<file path="src/rtl/spmacc_pkg.sv">
// Shared widths, register addresses and types for scaled_plaintext_mod_accumulate.
// No dependencies.
`timescale 1ns / 1ps
package spmacc_pkg;
   localparam int RES_W   = 61;
   localparam int COEF_W  = 60;
   localparam int ADDR_W  = 5;
   localparam int STAGE_A = RES_W;
   localparam int STAGE_B = COEF_W;

   typedef enum logic [1:0] {
      REG_MODULUS   = 2'd0,
      REG_SCALE     = 2'd1,
      REG_THRESHOLD = 2'd2,
      REG_OFFSET    = 2'd3
   } reg_idx_type;

   typedef struct packed {
      logic [COEF_W-1:0] coeff;
      logic [RES_W-1:0]  residue;
      logic              upper;
      logic              last;
   } side_a_type;

   typedef struct packed {
      logic [COEF_W-1:0] coeff;
      logic [RES_W-1:0]  delta_red;
      logic [RES_W-1:0]  res_red;
      logic [RES_W-1:0]  off_red;
      logic              upper;
      logic              last;
   } side_b_type;
endpackage

</file>
<file path="src/rtl/spmacc_cell.sv">
// One modular Horner cell: acc_out = (2*acc_in + bit*addend) mod q, registered.
// Depends on spmacc_pkg.
`timescale 1ns / 1ps
module spmacc_cell (
   input  logic                        clock,
   input  logic                        en,
   input  logic [spmacc_pkg::RES_W-1:0] q,
   input  logic [spmacc_pkg::RES_W-1:0] acc_in,
   input  logic                        bit_in,
   input  logic [spmacc_pkg::RES_W-1:0] addend,
   output logic [spmacc_pkg::RES_W-1:0] acc_out
);
   logic [spmacc_pkg::RES_W-1:0] acc_ff, acc_in_w;
   logic [spmacc_pkg::RES_W+2:0] s, q1, q2;

   always_comb begin
      s  = {2'b00, acc_in, 1'b0} + (bit_in ? {3'b000, addend} : '0);
      q1 = {3'b000, q};
      q2 = {2'b00, q, 1'b0};
      if (s >= q2) begin
         acc_in_w = spmacc_pkg::RES_W'(s - q2);
      end else if (s >= q1) begin
         acc_in_w = spmacc_pkg::RES_W'(s - q1);
      end else begin
         acc_in_w = spmacc_pkg::RES_W'(s);
      end
   end

   always_ff @(posedge clock) begin
      if (en) begin
         acc_ff <= acc_in_w;
      end
   end

   assign acc_out = acc_ff;
endmodule

</file>
<file path="config.mk">
export PLATFORM = sky130hd
export DESIGN_NAME = spmacc_cell
export DESIGN_NICKNAME = d
export VERILOG_FILES = /design/src/rtl/spmacc_pkg.sv /design/src/rtl/spmacc_cell.sv
export SDC_FILE = /design/constraint.sdc
export NUM_CORES = 1
export LEC_CHECK = 0
export ABC_CLOCK_PERIOD_IN_PS = 7200
export BUFFER_PORTS_ARGS = -buffer_cell sky130_fd_sc_hd__buf_2
export CORE_ASPECT_RATIO = 1.1
export CORE_UTILIZATION = 35
export DETAILED_ROUTE_END_ITERATION = 12
export GPL_TIMING_DRIVEN = 0
export SLEW_MARGIN = 25
export SYNTH_ARGS = -nofsm -noshare
export SYNTH_HDL_FRONTEND = slang
export SYNTH_SLANG_ARGS = --single-unit
</file>
<file path="constraint.sdc">
create_clock -name clock -period 7.2 [get_ports clock]
set_clock_uncertainty 0.15 [all_clocks]
set_input_delay 1.08 -clock clock [delete_from_list [all_inputs] [get_ports clock]]
set_output_delay 1.08 -clock clock [all_outputs]
set_load 0.05 [all_outputs]
</file>
# Word-level counts from Yosys, hierarchy flattened
# Cells that the tools add are included.
[word_totals] mem_bits_ro=0 memories=0 word_cells=9 in_bits=186 ff_bits=61 output_inout_bits=61 latchBits=0 ramBits=0
[classes] addsub=3 reduce_logical=0 muxes=3 n_mul=0 magnitude_cmp=2 shift=0 n_bitwise=0 n_div=0 eq_ne=0
[op_table] operator="$mux 61" n=3
[op_table] operator="$sub 61x61->61" n=2
[op_table] operator="$add 62x61->63" n=1
[op_table] operator="$ge 63x61->1" n=1
[op_table] operator="$ge 63x62->1" n=1

# Depth between registers and ports, before layout
[logic_depth] depth_word=5 mapped_depth=28 ltp_nobuf=25

# Worst setup path after synthesis
# OpenSTA, ideal clock, no wires.
[synth_path] kind="input to register" startpoint="input bit_in" endpoint="register acc_ff (netlist bit acc_out[55]), data pin" setup_time_ns=0.274 t_required_ns=6.776 path_buffers=2 slack_ns=0.508 stages=26 t_arrival_ns=6.268 path_cell_list="clkbuf_1 -> and2_1 -> ha_1 -> fa_1 -> a211oi_1 -> o21ai_1 -> nor2_1 -> o31ai_4 -> a31o_2 -> o21ai_0 -> and2_1 -> mux2_2 -> a211oi_1 -> ha_1 -> clkbuf_1 -> nand2_1 -> o21ai_0 -> a221oi_1 -> nand2b_1 -> nand3_1 -> a221o_1 -> a211o_1 -> a21oi_1 -> nor2b_1 -> o311ai_0 -> o211ai_1"
[synth_between] elab_chain_cells=5 word_cells_on_any_way=8 cone_classes="3 x add/sub; 2 x order compare; 3 x mux"
[synth_lines] item="start, declared" line="spmacc_cell.sv:9" source="input logic bit_in,"
[synth_lines] item="$mux 61 (*)" line="spmacc_cell.sv:17" source="s = {2'b00, acc_in, 1'b0} + (bit_in ? {3'b000, addend} : '0);"
[synth_lines] item="$add 62x61->63 (*)" line="spmacc_cell.sv:17"
[synth_lines] item="$sub 61x61->61 or $ge 63x61->1 (tied branches)" line="spmacc_cell.sv:23, spmacc_cell.sv:22"
[synth_lines] item="$mux 61" line="spmacc_cell.sv:22" source="end else if (s >= q1) begin"
[synth_lines] item="$mux 61 (*)" line="spmacc_cell.sv:20" source="if (s >= q2) begin"
[synth_lines] item="named net acc_in_w (one bit)" line="spmacc_cell.sv:13" source="logic [spmacc_pkg::RES_W-1:0] acc_ff, acc_in_w;"
[synth_lines] item="end signal, assigned" line="spmacc_cell.sv:31" source="acc_ff <= acc_in_w;"
[synth_lines] item="end, declared" line="spmacc_cell.sv:13"
# Mark *: on every way through the listed nets, which the timed path passes. The rest lies on a longest branch.
# A chain may end at the register's enable or synchronous reset.

# Worst setup path after layout
[layout_path] startpoint="input bit_in" endpoint="register acc_ff (netlist bit acc_out[51]), data pin"
# The elaborated chain is that of the path after synthesis.

==> flow_metrics.tcl <==
set metrics [dict create \
    synth.yosys.seq_area_share_pct 12.51 \
    tightest_slew_ps 929.0 \
    final_layout_size_suffix_gt1_share_pct 20.00 \
    syn-num-nets 2358 \
    syn-instance-count 1987 \
    yosysMostFrequentCell "a21oi_1" \
    ant_nets 0 \
    final_cells 2835 \
    relSlewSlack_pct 37.51 \
    cts_buffers 9 \
    largest_register_ffs 61 \
    wirelength_um 55930 \
    antenna_found_initial 0 \
    power.density_mw_per_mm2 259.8 \
    fp.dieArea_sq_mm 0.04267 \
    hold_path.class "primary input to register" \
    wl_per_cell_um 19.73 \
    fp.dieH_um 216.5 \
    grt_pass1_wl_um 84910 \
    grt_use_met2_pct 42.89 \
    hold_slack_ps 1056 \
    status "completed" \
    netSwitchingPower_mw 2.491 \
    pwr-share-comb_pct 75.8 \
    syn_area_sq_mm 0.01465 \
    final_util_pct 43.13 \
    leakage_nw 8.190 \
    drt_iter0_drc 1247 \
    clockRootBuffer "clkbuf_16" \
    track_usage_pct 25.52 \
    diodes 0 \
    hold_violations 0 \
    p_sw_share_pct 53.83 \
    met1_usage_pct 34.83 \
    rows 78 \
    synth_cell_type_count 87 \
    synthTopCellsByArea "ha_1 16%, edfxtp_1 13%, a21oi_1 7.7%, xnor2_1 5.8%, nand2_1 4.9%" \
    clkTransAtPathRegs_ps 50 \
    nNetsFinal 2641 \
    drv_slew 0 \
    syn_avg_cell_area_sq_um 7.371 \
    cp-end-kind "register" \
    cts_hold_buffers 0 \
    overflow 0 \
    final-setup-viol-count 0 \
    ir_drop_mv 0.1353 \
    worstSetupPathType "primary input to register" \
    ys.flop_type "edfxtp_1" \
    intPower_mw 2.136 \
    finalCritPeriodShare_pct 98.61 \
    critPathArrivalTime_ps 7130 \
    clkPwrFrac_pct 10.5 \
    coreArea_sq_mm 0.04128 \
    yosys.area.top_type "ha_1" \
    grt_pass1_vias 15290 \
    htree_num_levels 3 \
    cp_max_fo 10 \
    async_flop_share_pct 0 \
    cap_violations 0 \
    gp_congestion 0.9422 \
    num_io_pins 247 \
    start_kind "primary input" \
    place_hpwl_um 46510 \
    gr-max-usage-layer "met2" \
    yosys-top-cells-count "225 x a21oi_1, 190 x nand2_1, 182 x ha_1" \
    grt_max_degree 33 \
    crit_required_ps 7230 \
    vias 15960 \
    clock.fmax_mhz 140.8 \
    synth_warnings 0 \
    port_buffers 246 \
    grt_use_met3_pct 2.007 \
    clock_sinks 61 \
    area_delta_synth_final_pct 21.58 \
    start_util_pct 35.48 \
    die_w_um 197.0 \
    cts_tree "done" \
    clockBufferDepth 2 \
    synth_edf_count 61 \
    route.detailed.drc 0 \
    ys_ff_latch 61 \
    synth_top_area_share_pct 15.55 \
    placed_cells_incl_taps 2794 \
    period_needed_ps 7100 \
    seqPwrFrac_pct 13.7 \
    viasPerCell 5.631 \
    first_pass_iters 5 \
]
## worst max-delay path: stages
cell and delay (ps):
buf_8 140, clkbuf_16 170, and2_1 140, ha_1 430, nand3_1 130, nor2_2 240, nor3_1 120, o31ai_2 220
buf_4 170, nand2b_1 120, a21oi_2 80, o221ai_1 230, a21oi_2 110, xnor2_2 300, ha_1 300, buf_2 190
a21o_1 240, a2111oi_0 400, nand2_1 110, o2bb2ai_1 170, o211ai_1 430, a21oi_2 150, a311oi_2 300, and2b_2 200
o21ai_2 60, buf_8 170, or3b_1 470, a22oi_2 220
## what timing repair did
action                                  CTS  global route
endpoints found under the setup margin   61            61
gates resized for setup                  76            55
buffers inserted                         23            11
gates cloned                              0             4
pin swaps                                23            19
## area by class of cell
| type | instances | area (sq um) |
|---|---|---|
| buffer | 74 | 449.2 |
| clock buffer | 9 | 225.2 |
| clock inverter | 7 | 80.08 |
| fill | 4352 | 23480 |
| inverter | 120 | 450.4 |
| multi-input combinational | 1719 | 12440 |
| sequential | 61 | 1832 |
| tap | 560 | 700.7 |
| timing repair buffer | 285 | 1630 |
## layout by cell type (no fill, tap or decap), types with 43 or more instances in the layout
cell        n
nor2_1    105
xor2_1     61
nand3_1    43
ha_1      176
edfxtp_1   61
mux2i_1    54
nand4_1    48
inv_1     120
o21ai_1    55
nand2_1   188
and2_1     72
a21o_1     74
a21oi_1   214
o21ai_0   105
xnor2_1    91
buf_2     269
## through the flow
step                      TNS [ps]  area (sq um)  power, mW  setup slack [ps]
after floorplan                  0         14650      3.037             507.6
after global placement     -118290         16580      3.855             -2146
after detailed placement   -124900         16600      3.872             -2252
after CTS                   -19.78         17440      4.485            -11.55
after global routing        -259.5         17810      4.921            -30.04
final                            0         17810      4.626             100.0
## final timing paths
path	startpoint	to	slack, ps	cells past startpoint
max	bit_in	acc_out[51]	100	28
min	en	acc_out[0]	1060	1
## cells by family after synthesis
group                      Yosys count  share of synthesized area, %
adders and majority gates          185                         15.96
xor gates and xnor gates           159                         9.509
buffers and inverters              207                         5.980
and+or+nand+nor                    607                         20.62
muxes                               68                         4.665
AOI/OAI and AO/OA                  700                         30.76
DFF                                 61                         12.51
## routing by layer
metal	vias up	wire length, um
met5	-	0
met4	0	1309
met3	65	3099
met2	565	26230
met1	7440	25280
li1	7893	-
## power by group through the flow
stage	logic (mW)	clock network, mW	registers [mW]
CTS	3.36	0.490	0.632
detailed placement	3.23	0	0.638
global placement	3.22	0	0.637
finish	3.51	0.486	0.632
floorplan	1.97	0	1.07
global route	3.78	0.501	0.639
Note: power is estimated with default switching activity, not from simulation.
